===== src/sv/jcpt_pkg.sv =====
// Shared types, widths and constants for the jitter-compensated periodic timer bank.
// Depends on nothing; every other file but jcpt_ram imports it.
package jcpt_pkg;

    // bank geometry
    localparam int NUM_TIMERS   = 8;
    localparam int WARMUP_FIRES = 64;
    localparam int TIMER_AW     = (NUM_TIMERS > 1) ? $clog2(NUM_TIMERS) : 1;

    // field widths
    localparam int IDX_W    = 3;
    localparam int TIME_W   = 63;
    localparam int PERIOD_W = 40;
    localparam int CNT_W    = 7;
    localparam int AVG_W    = 12;
    localparam int OFF_W    = 10;
    localparam int TMR_W    = PERIOD_W + TIME_W;

    // constants
    localparam logic [TIME_W-1:0]   TIME_MAX     = '1;
    localparam logic [PERIOD_W-1:0] ONE_MS       = PERIOD_W'(1000000);
    localparam int                  SAMPLE_LIMIT = 2000;
    localparam int                  OFFSET_LIMIT = 500;
    localparam logic [CNT_W-1:0]    CNT_MAX      = '1;
    localparam logic [CNT_W-1:0]    WARMUP_CNT   = CNT_W'(WARMUP_FIRES);

    typedef enum logic {
        MODE_ARM  = 1'b0,
        MODE_FIRE = 1'b1
    } mode_t;

    typedef enum logic [2:0] {
        ST_IDLE,
        ST_READ,
        ST_AVG,
        ST_NOM,
        ST_DL,
        ST_OUT
    } state_t;

    // sequencer strobes to the datapath
    typedef struct packed {
        logic evt_ready;
        logic stage_read;
        logic stage_avg;
        logic stage_nom;
        logic stage_dl;
        logic commit;
    } ctrl_t;

    // command to the shared jitter filter
    typedef struct packed {
        logic                    clr;
        logic                    upd;
        logic                    comp_en;
        logic signed [AVG_W-1:0] jit;
    } filter_cmd_t;

    // time sum saturating at the top of the 63-bit range
    function automatic logic [TIME_W-1:0] sat_add(input logic [TIME_W-1:0] a,
                                                  input logic [TIME_W-1:0] b);
        logic [TIME_W:0] s;
        s = {1'b0, a} + {1'b0, b};
        return s[TIME_W] ? TIME_MAX : s[TIME_W-1:0];
    endfunction

endpackage


===== src/sv/jcpt_ifs.sv =====
// Valid/ready channel interfaces: timer events in, timer results out, config write.
// Depends on jcpt_pkg for field widths.
interface jcpt_evt_if;
    import jcpt_pkg::*;
    logic                valid;
    logic                ready;
    logic                mode;
    logic [IDX_W-1:0]    timer_index;
    logic [TIME_W-1:0]   now_ns;
    logic [PERIOD_W-1:0] period_ns;

    modport source (output valid, mode, timer_index, now_ns, period_ns, input ready);
    modport sink   (input valid, mode, timer_index, now_ns, period_ns, output ready);
endinterface

interface jcpt_res_if;
    import jcpt_pkg::*;
    logic                    valid;
    logic                    ready;
    logic [TIME_W-1:0]       next_deadline_ns;
    logic                    sample_taken;
    logic                    comp_applied;
    logic signed [AVG_W-1:0] average_jitter_ns;
    logic signed [OFF_W-1:0] offset_ns;

    modport source (output valid, next_deadline_ns, sample_taken, comp_applied,
                    average_jitter_ns, offset_ns, input ready);
    modport sink   (input valid, next_deadline_ns, sample_taken, comp_applied,
                    average_jitter_ns, offset_ns, output ready);
endinterface

interface jcpt_cfg_if;
    logic valid;
    logic ready;
    logic comp_enable;

    modport source (output valid, comp_enable, input ready);
    modport sink   (input valid, comp_enable, output ready);
endinterface


===== src/sv/jcpt_ram.sv =====
// Generic single-write, single-read synchronous RAM with registered read data.
// No dependencies.
module jcpt_ram #(
    parameter int WIDTH = 8,
    parameter int DEPTH = 8
) (
    input  logic                                        clk,
    input  logic                                        we,
    input  logic [((DEPTH > 1) ? $clog2(DEPTH) : 1)-1:0] waddr,
    input  logic [WIDTH-1:0]                            wdata,
    input  logic                                        re,
    input  logic [((DEPTH > 1) ? $clog2(DEPTH) : 1)-1:0] raddr,
    output logic [WIDTH-1:0]                            rdata
);

    logic [WIDTH-1:0] mem [DEPTH];

    // write port
    always_ff @(posedge clk)
    begin
        if (we)
        begin
            mem[waddr] <= wdata;
        end
    end

    // registered read port
    always_ff @(posedge clk)
    begin
        if (re)
        begin
            rdata <= mem[raddr];
        end
    end

endmodule


===== src/sv/jcpt_filter.sv =====
// Shared jitter filter: EWMA of jitter samples and the clamped compensation offset.
// Depends on jcpt_pkg.
module jcpt_filter (
    input  logic                              clk,
    input  logic                              rst_n,
    input  jcpt_pkg::filter_cmd_t             cmd,
    output logic signed [jcpt_pkg::AVG_W-1:0] avg,
    output logic signed [jcpt_pkg::OFF_W-1:0] off
);
    import jcpt_pkg::*;

    localparam int ACC_W = AVG_W + 5;
    localparam logic signed [AVG_W-1:0] OFF_HI = AVG_W'(OFFSET_LIMIT);
    localparam logic signed [AVG_W-1:0] OFF_LO = -AVG_W'(OFFSET_LIMIT);

    logic signed [AVG_W-1:0] avg_reg, avg_next;
    logic signed [OFF_W-1:0] off_reg, off_next;
    logic signed [ACC_W-1:0] avg_ext, jit_ext, acc;
    logic signed [AVG_W-1:0] avg_upd;
    logic signed [OFF_W-1:0] off_clamp;

    // 15*old + sample, then floor divide by 16
    always_comb
    begin
        avg_ext = ACC_W'(avg_reg);
        jit_ext = ACC_W'(cmd.jit);
        acc     = (avg_ext <<< 4) - avg_ext + jit_ext;
        avg_upd = acc[AVG_W+3:4];
        if (avg_upd > OFF_HI)
        begin
            off_clamp = OFF_W'(OFF_HI);
        end
        else if (avg_upd < OFF_LO)
        begin
            off_clamp = OFF_W'(OFF_LO);
        end
        else
        begin
            off_clamp = avg_upd[OFF_W-1:0];
        end
    end

    // next state of the shared filter
    always_comb
    begin
        avg_next = avg_reg;
        off_next = off_reg;
        if (cmd.clr)
        begin
            avg_next = '0;
            off_next = '0;
        end
        else if (cmd.upd)
        begin
            avg_next = avg_upd;
            if (cmd.comp_en)
            begin
                off_next = off_clamp;
            end
        end
    end

    always_ff @(posedge clk or negedge rst_n)
    begin
        if (!rst_n)
        begin
            avg_reg <= '0;
            off_reg <= '0;
        end
        else
        begin
            avg_reg <= avg_next;
            off_reg <= off_next;
        end
    end

    assign avg = avg_reg;
    assign off = off_reg;

endmodule


===== src/sv/jcpt_ctrl.sv =====
// Event sequencer: steps one event through read, filter, nominal, deadline and commit.
// Depends on jcpt_pkg.
module jcpt_ctrl (
    input  logic            clk,
    input  logic            rst_n,
    input  logic            evt_valid,
    input  logic            out_free,
    output jcpt_pkg::ctrl_t ctl
);
    import jcpt_pkg::*;

    state_t state_reg, state_next;

    // next state
    always_comb
    begin
        state_next = state_reg;
        unique case (state_reg)
            ST_IDLE: if (evt_valid) state_next = ST_READ;
            ST_READ: state_next = ST_AVG;
            ST_AVG:  state_next = ST_NOM;
            ST_NOM:  state_next = ST_DL;
            ST_DL:   state_next = ST_OUT;
            ST_OUT:  if (out_free) state_next = ST_IDLE;
            default: state_next = ST_IDLE;
        endcase
    end

    // strobes
    always_comb
    begin
        ctl = '0;
        unique case (state_reg)
            ST_IDLE: ctl.evt_ready  = 1'b1;
            ST_READ: ctl.stage_read = 1'b1;
            ST_AVG:  ctl.stage_avg  = 1'b1;
            ST_NOM:  ctl.stage_nom  = 1'b1;
            ST_DL:   ctl.stage_dl   = 1'b1;
            ST_OUT:  ctl.commit     = out_free;
            default: ctl = '0;
        endcase
    end

    always_ff @(posedge clk or negedge rst_n)
    begin
        if (!rst_n)
        begin
            state_reg <= ST_IDLE;
        end
        else
        begin
            state_reg <= state_next;
        end
    end

endmodule


===== src/sv/jitter_compensated_periodic_timer_top.sv =====
// Top level of the jitter-compensated periodic timer bank.
// Depends on jcpt_pkg, jcpt_ifs, jcpt_ram, jcpt_filter and jcpt_ctrl.
//
// One event (arm or fire) is taken at a time. The sequencer steps an accepted
// beat through the timer memory read, then one stage each for the filter
// update, the nominal-time catch-up, the offset subtraction and the final
// deadline check with commit; the next event is accepted only once the
// sequencer has returned to idle, and the commit waits while the output side
// is stalled. A finished result sits in the output register; a new event is
// taken while it waits, and only the commit of the following event waits for
// it to drain. Period and nominal time live in one memory, fire counts in
// another with a per-timer valid bit cleared by reset. comp_enable resets to
// 1 and may be written whenever no event is in flight.
module jitter_compensated_periodic_timer_top (
    input logic      clk,
    input logic      rst_n,
    jcpt_evt_if.sink evt,
    jcpt_res_if.source res,
    jcpt_cfg_if.sink cfg
);
    import jcpt_pkg::*;

    localparam logic signed [TIME_W:0] SLIM = (TIME_W+1)'(SAMPLE_LIMIT);

    ctrl_t       ctl;
    filter_cmd_t fcmd;
    logic        acc_evt;
    logic        out_free;

    logic                    comp_en_reg;
    logic [NUM_TIMERS-1:0]   cnt_vld_reg;

    // captured event
    logic                mode_reg;
    logic                in_bank_reg;
    logic [TIMER_AW-1:0] addr_reg;
    logic [TIME_W-1:0]   now_reg;
    logic [PERIOD_W-1:0] ivl_reg;

    // memory ports
    logic [TMR_W-1:0]    tmr_rd, tmr_wr;
    logic [CNT_W-1:0]    cnt_rd, cnt_wr;
    logic                mem_we;

    // read stage
    logic [PERIOD_W-1:0]     per_rd;
    logic [TIME_W-1:0]       nom_rd;
    logic [CNT_W-1:0]        cnt_old;
    logic signed [TIME_W:0]  diff;
    logic                    in_win;

    logic [PERIOD_W-1:0]     per_reg;
    logic [TIME_W-1:0]       nom1_reg;
    logic [CNT_W-1:0]        cnt_old_reg;
    logic                    sample_reg;
    logic signed [AVG_W-1:0] jit_reg;

    // later stages
    logic [TIME_W-1:0]       nom2_reg, fall_reg, nom_new_reg, dl_reg, dl_next;
    logic [CNT_W-1:0]        cnt_new_reg;
    logic                    applied_reg;
    logic signed [AVG_W-1:0] avg;
    logic signed [OFF_W-1:0] off;
    logic [OFF_W-1:0]        off_abs;
    logic [TIME_W-1:0]       off_t;
    logic [TIME_W-1:0]       final_dl;
    logic [PERIOD_W-1:0]     per_arm;

    // output register
    logic                    res_valid_reg;
    logic [TIME_W-1:0]       res_dl_reg;
    logic                    res_sample_reg;
    logic                    res_applied_reg;
    logic signed [AVG_W-1:0] res_avg_reg;
    logic signed [OFF_W-1:0] res_off_reg;

    assign acc_evt  = evt.valid && ctl.evt_ready;
    assign out_free = !res_valid_reg || res.ready;
    assign evt.ready = ctl.evt_ready;
    assign cfg.ready = 1'b1;

    jcpt_ctrl u_ctrl (
        .clk       (clk),
        .rst_n     (rst_n),
        .evt_valid (evt.valid),
        .out_free  (out_free),
        .ctl       (ctl)
    );

    // config register
    always_ff @(posedge clk or negedge rst_n)
    begin
        if (!rst_n)
        begin
            comp_en_reg <= 1'b1;
        end
        else if (cfg.valid)
        begin
            comp_en_reg <= cfg.comp_enable;
        end
    end

    // capture the event beat
    always_ff @(posedge clk)
    begin
        if (acc_evt)
        begin
            mode_reg    <= evt.mode;
            in_bank_reg <= (int'(evt.timer_index) < NUM_TIMERS);
            addr_reg    <= TIMER_AW'(evt.timer_index);
            now_reg     <= evt.now_ns;
            ivl_reg     <= evt.period_ns;
        end
    end

    // period and nominal time of each timer
    jcpt_ram #(
        .WIDTH (TMR_W),
        .DEPTH (NUM_TIMERS)
    ) u_tmr_ram (
        .clk   (clk),
        .we    (mem_we),
        .waddr (addr_reg),
        .wdata (tmr_wr),
        .re    (acc_evt),
        .raddr (TIMER_AW'(evt.timer_index)),
        .rdata (tmr_rd)
    );

    // fire count of each timer
    jcpt_ram #(
        .WIDTH (CNT_W),
        .DEPTH (NUM_TIMERS)
    ) u_cnt_ram (
        .clk   (clk),
        .we    (mem_we),
        .waddr (addr_reg),
        .wdata (cnt_wr),
        .re    (acc_evt),
        .raddr (TIMER_AW'(evt.timer_index)),
        .rdata (cnt_rd)
    );

    // read stage: jitter measurement and first nominal advance
    always_comb
    begin
        per_rd  = tmr_rd[TMR_W-1:TIME_W];
        nom_rd  = tmr_rd[TIME_W-1:0];
        cnt_old = cnt_vld_reg[addr_reg] ? cnt_rd : '0;
        diff    = $signed({1'b0, now_reg}) - $signed({1'b0, nom_rd});
        in_win  = (diff >= -SLIM) && (diff <= SLIM);
    end

    always_ff @(posedge clk)
    begin
        if (ctl.stage_read)
        begin
            per_reg     <= per_rd;
            nom1_reg    <= sat_add(nom_rd, TIME_W'(per_rd));
            cnt_old_reg <= cnt_old;
            sample_reg  <= in_bank_reg && (mode_reg == MODE_FIRE)
                           && (cnt_old != '0) && in_win;
            jit_reg     <= diff[AVG_W-1:0];
        end
    end

    // filter stage
    always_comb
    begin
        fcmd.clr     = ctl.stage_avg && in_bank_reg && (mode_reg == MODE_ARM);
        fcmd.upd     = ctl.stage_avg && sample_reg;
        fcmd.comp_en = comp_en_reg;
        fcmd.jit     = jit_reg;
    end

    jcpt_filter u_filter (
        .clk   (clk),
        .rst_n (rst_n),
        .cmd   (fcmd),
        .avg   (avg),
        .off   (off)
    );

    always_ff @(posedge clk)
    begin
        if (ctl.stage_avg)
        begin
            nom2_reg    <= sat_add(nom1_reg, TIME_W'(per_reg));
            fall_reg    <= sat_add(now_reg, TIME_W'(per_reg));
            cnt_new_reg <= (cnt_old_reg == CNT_MAX) ? cnt_old_reg : cnt_old_reg + 1'b1;
        end
    end

    // nominal catch-up stage
    always_ff @(posedge clk)
    begin
        if (ctl.stage_nom)
        begin
            nom_new_reg <= (now_reg > nom2_reg) ? fall_reg : nom1_reg;
            applied_reg <= comp_en_reg && (cnt_new_reg > WARMUP_CNT);
        end
    end

    // offset stage: subtract the offset, floor at zero, saturate at the top
    always_comb
    begin
        off_abs = off[OFF_W-1] ? (~off + 1'b1) : off;
        off_t   = TIME_W'(off_abs);
        dl_next = nom_new_reg;
        if (applied_reg)
        begin
            if (!off[OFF_W-1])
            begin
                dl_next = (nom_new_reg >= off_t) ? nom_new_reg - off_t : '0;
            end
            else
            begin
                dl_next = sat_add(nom_new_reg, off_t);
            end
        end
    end

    always_ff @(posedge clk)
    begin
        if (ctl.stage_dl)
        begin
            dl_reg <= dl_next;
        end
    end

    // commit: late fallback, write-back, result
    assign final_dl = (dl_reg < now_reg) ? fall_reg : dl_reg;
    assign per_arm  = (ivl_reg == '0) ? ONE_MS : ivl_reg;
    assign mem_we   = ctl.commit && in_bank_reg;

    always_comb
    begin
        if (mode_reg == MODE_ARM)
        begin
            tmr_wr = {per_arm, now_reg};
            cnt_wr = '0;
        end
        else
        begin
            tmr_wr = {per_reg, nom_new_reg};
            cnt_wr = cnt_new_reg;
        end
    end

    always_ff @(posedge clk or negedge rst_n)
    begin
        if (!rst_n)
        begin
            cnt_vld_reg <= '0;
        end
        else if (mem_we)
        begin
            cnt_vld_reg[addr_reg] <= 1'b1;
        end
    end

    always_ff @(posedge clk or negedge rst_n)
    begin
        if (!rst_n)
        begin
            res_valid_reg <= 1'b0;
        end
        else if (ctl.commit)
        begin
            res_valid_reg <= 1'b1;
        end
        else if (res.ready)
        begin
            res_valid_reg <= 1'b0;
        end
    end

    always_ff @(posedge clk)
    begin
        if (ctl.commit)
        begin
            res_avg_reg <= avg;
            res_off_reg <= off;
            if (!in_bank_reg)
            begin
                res_dl_reg      <= '0;
                res_sample_reg  <= 1'b0;
                res_applied_reg <= 1'b0;
            end
            else if (mode_reg == MODE_ARM)
            begin
                res_dl_reg      <= now_reg;
                res_sample_reg  <= 1'b0;
                res_applied_reg <= 1'b0;
            end
            else
            begin
                res_dl_reg      <= final_dl;
                res_sample_reg  <= sample_reg;
                res_applied_reg <= applied_reg;
            end
        end
    end

    assign res.valid             = res_valid_reg;
    assign res.next_deadline_ns  = res_dl_reg;
    assign res.sample_taken      = res_sample_reg;
    assign res.comp_applied      = res_applied_reg;
    assign res.average_jitter_ns = res_avg_reg;
    assign res.offset_ns         = res_off_reg;

endmodule


===== src/flat_wrapper.sv =====
// flat-port wrapper written by rule: the top's interface ports become plain ports
module jitter_compensated_periodic_timer_top_flat import jcpt_pkg::*;
  (clk, rst_n, evt_valid, evt_mode, evt_timer_index, evt_now_ns, evt_period_ns, evt_ready, res_valid, res_next_deadline_ns, res_sample_taken, res_comp_applied, res_average_jitter_ns, res_offset_ns, res_ready, cfg_valid, cfg_comp_enable, cfg_ready);
  jcpt_evt_if evt_i ();
  jcpt_res_if res_i ();
  jcpt_cfg_if cfg_i ();
  input logic clk;
  input logic rst_n;
  input wire logic [$bits(evt_i.valid)-1:0] evt_valid;
  input wire logic [$bits(evt_i.mode)-1:0] evt_mode;
  input wire logic [$bits(evt_i.timer_index)-1:0] evt_timer_index;
  input wire logic [$bits(evt_i.now_ns)-1:0] evt_now_ns;
  input wire logic [$bits(evt_i.period_ns)-1:0] evt_period_ns;
  output wire logic [$bits(evt_i.ready)-1:0] evt_ready;
  output wire logic [$bits(res_i.valid)-1:0] res_valid;
  output wire logic [$bits(res_i.next_deadline_ns)-1:0] res_next_deadline_ns;
  output wire logic [$bits(res_i.sample_taken)-1:0] res_sample_taken;
  output wire logic [$bits(res_i.comp_applied)-1:0] res_comp_applied;
  output wire logic [$bits(res_i.average_jitter_ns)-1:0] res_average_jitter_ns;
  output wire logic [$bits(res_i.offset_ns)-1:0] res_offset_ns;
  input wire logic [$bits(res_i.ready)-1:0] res_ready;
  input wire logic [$bits(cfg_i.valid)-1:0] cfg_valid;
  input wire logic [$bits(cfg_i.comp_enable)-1:0] cfg_comp_enable;
  output wire logic [$bits(cfg_i.ready)-1:0] cfg_ready;
  assign evt_i.valid = evt_valid;
  assign evt_i.mode = evt_mode;
  assign evt_i.timer_index = evt_timer_index;
  assign evt_i.now_ns = evt_now_ns;
  assign evt_i.period_ns = evt_period_ns;
  assign evt_ready = evt_i.ready;
  assign res_valid = res_i.valid;
  assign res_next_deadline_ns = res_i.next_deadline_ns;
  assign res_sample_taken = res_i.sample_taken;
  assign res_comp_applied = res_i.comp_applied;
  assign res_average_jitter_ns = res_i.average_jitter_ns;
  assign res_offset_ns = res_i.offset_ns;
  assign res_i.ready = res_ready;
  assign cfg_i.valid = cfg_valid;
  assign cfg_i.comp_enable = cfg_comp_enable;
  assign cfg_ready = cfg_i.ready;
  jitter_compensated_periodic_timer_top u_core (.clk(clk), .rst_n(rst_n), .evt(evt_i), .res(res_i), .cfg(cfg_i));
endmodule

===== config.mk =====
export PLATFORM = sky130hd
export DESIGN_NAME = jitter_compensated_periodic_timer_top_flat
export DESIGN_NICKNAME = d
export VERILOG_FILES = /design/src/sv/jcpt_pkg.sv /design/src/sv/jcpt_ifs.sv /design/src/sv/jcpt_ram.sv /design/src/sv/jcpt_filter.sv /design/src/sv/jcpt_ctrl.sv /design/src/sv/jitter_compensated_periodic_timer_top.sv /design/src/flat_wrapper.sv
export SDC_FILE = /design/constraint.sdc
export NUM_CORES = 2
export LEC_CHECK = 0
export BUFFER_PORTS_ARGS = -buffer_cell sky130_fd_sc_hd__buf_2
export CAP_MARGIN = 20
export CORE_MARGIN = 2
export CORE_UTILIZATION = 33
export DETAILED_ROUTE_END_ITERATION = 10
export GPL_TIMING_DRIVEN = 0
export PLACE_DENSITY_LB_ADDON = 0.2
export SKIP_LAST_GASP = 1
export SYNTH_ARGS = -nofsm -noshare
export SYNTH_HDL_FRONTEND = slang
export SYNTH_SLANG_ARGS = --single-unit
export TNS_END_PERCENT = 5

===== constraint.sdc =====
create_clock -name clk -period 38 [get_ports clk]
set_clock_uncertainty 0.2 [all_clocks]
set_input_delay 7.6 -clock clk [delete_from_list [all_inputs] [get_ports clk]]
set_output_delay 7.6 -clock clk [all_outputs]
set_load 0.05 [all_outputs]

==> flow_summary.ini <==
[status]
run_status = finished with violations
failed_checks = antenna violations

[grt]
antenna_found_initial = 19
grt_usage_pct = 21.4
grt_pass1_wl_um = 378000
grt_start_max_net_pins = 56
overflow = 0
grt_pass1_vias = 51500

[clocking]
cts_resized = 0
cts_buffer_depth = 3
insertion_delay_ps = 860
hold_buffers = 0
clock_sinks = 1602
cts_root_buffer = clkbuf_16
cts_tree = yes
cts_max_level = 4
numCtsBuffers = 179
postCtsSetupBuffers = 0
clk_transition_reported_paths_ps = 60

[hold_path]
min_delay_worst_endpoint = u_core.per_reg[32]
worstHoldPathType = register to register
hold_path_depth = 0
worstHoldStart = u_core.u_tmr_ram.rdata[95]

[sta]
fin_ws_ps = 27160
post-route-min-period_ps = 10840
drv_slew = 0
hold_slack_ps = 243
rsz0062_at_grt = no
setup_viol = 0
fin_crit_sh_pct = 28.5
worst_pin_slew_ps = 1240
max_freq_mhz = 92.3
tns_ps = 0
hold_viol_final = 0
max-slew-margin-rel_pct = 16.6

[floorplan]
io_pins = 203
rows = 180
die_w_um = 495
floorplan.die_area_um2 = 245000
chipHeight_um = 495
initial_core_util_pct = 33.1
fp.coreArea_um2 = 240000

[finish]
layout.nets = 6958
largest_register_ffs = 824
drive_gt1_share_pct = 17.6
top_register = u_core.u_tmr_ram.mem
reg.largest.list = u_core.u_tmr_ram.mem: 824 flops, u_core.u_tmr_ram.rdata: 103 flops
area.growth.synth_to_final_pct = 16.7
utilization_pct = 38.7

[placement]
io_buffers = 201
place.gp.congestion = 0.936
pre_cts_slack_ps = 26270
dp_hpwl_um = 202000

[setup_path]
cp.arrival_ps = 11170
crit_path_end_kind = register
crit_required_ps = 38330
worstPathCellList = buf_2 -> nand2b_1 -> nor2b_4 -> buf_16 -> buf_12 -> nand2b_1 -> nor3_2 -> buf_6 -> buf_6 -> buf_6 -> buf_6 -> buf_6 -> buf_6 -> buf_6 -> buf_6
reg2reg_slack_ps = 29690
path_max_fanout = 24
crit_top_cell = buf_6
max_stage_delay_ps = 700
worst_setup_path_start_kind = primary input
r2r_end = u_core.dl_reg[21]
slowest_stage = nor3_2
rr_startpoint = u_core.u_filter.off[9]
ff2ff_path_depth = 17
crit_type = primary input to register

[synthesis]
yosys-top-cells-area = edfxtp_1, mux4_2, ha_1
postSynthCellCount = 5926
syn-cell-area_um2 = 79600
yosys_warnings = 0
yosysTopAreaCell = edfxtp_1
synth_edf_count = 1567
yosys_register_bits = 1602
postSynth.asyncResetShare_pct = 2.18
yosysTopAreaCellShare_pct = 59.1
synth-seq-area-share_pct = 60.2
syn_nets = 6402
synthFlopType = edfxtp_1
ys_types = 100
syn_avg_cell_area_um2 = 13.4

[pwr]
irDropWorstVdd_uv = 45.1
cellPowerDensity_nw_per_um2 = 72.5
p_leak_nw = 33.5

[routing]
drt_iter0_markers = 5805
ant_nets = 1
routedWlPerCell_um = 27.0
drc = 0
dr.pass1.iters = 6
vias_per_cell = 5.43
vias = 53300
finalWirelength_um = 266000

[job]
maxCapViolations = 0
==> cell usage after synthesis (48+ instances only) <==
master	number
a21o_1	166
a21oi_1	363
a31oi_1	53
and3_1	61
clkbuf_1	190
edfxtp_1	1567
ha_1	346
inv_1	318
mux2_2	216
mux2i_1	73
mux4_2	220
nand2_1	446
nand2b_1	48
nand3_1	113
nand4_1	91
nor2_1	309
nor2b_1	61
nor3_1	107
o21ai_0	287
xnor2_1	133
xor2_1	83
==> final cells by class <==
type	count	area (um^2)
multi-input cells	3753	29600
clock inverters	113	1170
diodes	11	27.5
plain buffers	251	985
inverters	320	1200
repair buffers	375	3360
clock buffers	212	4660
fillers	22700	147000
flip-flops and latches	1602	47900
well taps	3185	3990
==> critical path: cells and delay by family <==
family | cells | cell delay (ps)
buf+inv | 11 | 1990
simple gates | 4 | 1500
==> power by group <==
group	internal, mW	switching (mW)
logic	0.859	1.55
clock network	0.974	0.752
registers	2.39	0.219
==> per-stage QoR <==
step	power (mW)	area (um^2)	cells
3_3_place_gp	5.02	84600	9312
2_1_floorplan	4.14	79600	5926
5_1_grt	7.10	92900	9812
3_5_place_dp	5.01	86800	9455
6_report	6.74	92900	9822
4_1_cts	6.75	92600	9780
==> cells by family (layout without fill, tap and decap cells) <==
| group | count (synthesis) | in the layout | share of synthesized area [%] |
|---|---|---|---|
| buffers and inverters | 571 | 1271 | 2.73 |
| adders and majority gates | 363 | 363 | 5.87 |
| other | 1 | 12 | 0.00471 |
| DFF | 1602 | 1602 | 60.2 |
| and+or+nand+nor | 1427 | 1427 | 8.70 |
| xor gates and xnor gates | 216 | 216 | 2.38 |
| AOI/OAI and AO/OA | 1237 | 1237 | 9.91 |
| muxes | 509 | 509 | 10.2 |
==> cells in the final DEF, fill, tap and decap left out, types with 113 or more instances in the layout <==
cell / Yosys / final
mux4_2: 220 / 220
ha_1: 346 / 346
xnor2_1: 133 / 133
clkbuf_16: 0 / 180
nand3_1: 113 / 113
a21o_1: 166 / 166
o21ai_0: 287 / 283
buf_2: 16 / 220
nor2_1: 309 / 303
a21oi_1: 363 / 363
clkbuf_1: 190 / 209
nand2_1: 446 / 446
inv_1: 318 / 318
mux2_2: 216 / 216
edfxtp_1: 1567 / 1567
==> how the worst max path moves through the flow <==
stage | cells past startpoint | slack (ps) | to | start
2_1_floorplan | 5 | 17120 | u_core.cnt_vld_reg[0] | res_ready
3_3_place_gp | 6 | 2120 | u_core.cnt_vld_reg[0] | res_ready
3_5_place_dp | 15 | 26270 | u_core.u_tmr_ram.mem[0][99] | res_ready
4_1_cts | 15 | 27150 | u_core.u_tmr_ram.mem[0][101] | res_ready
5_1_grt | 15 | 26970 | u_core.u_tmr_ram.mem[0][101] | res_ready
6_report | 15 | 27160 | u_core.u_tmr_ram.mem[0][101] | res_ready
==> routing by layer <==
layer	track usage, %	wire length, um	vias to the layer above	share of wire [%]
met5	0	26	-	0.0098
met1	31.6	123000	27200	46
li1	-	-	24000	-
met3	3.09	18100	289	6.8
met4	5.94	7270	4	2.7
met2	32.5	117000	1877	44
No activity file was read; power rests on OpenSTA's default activity.
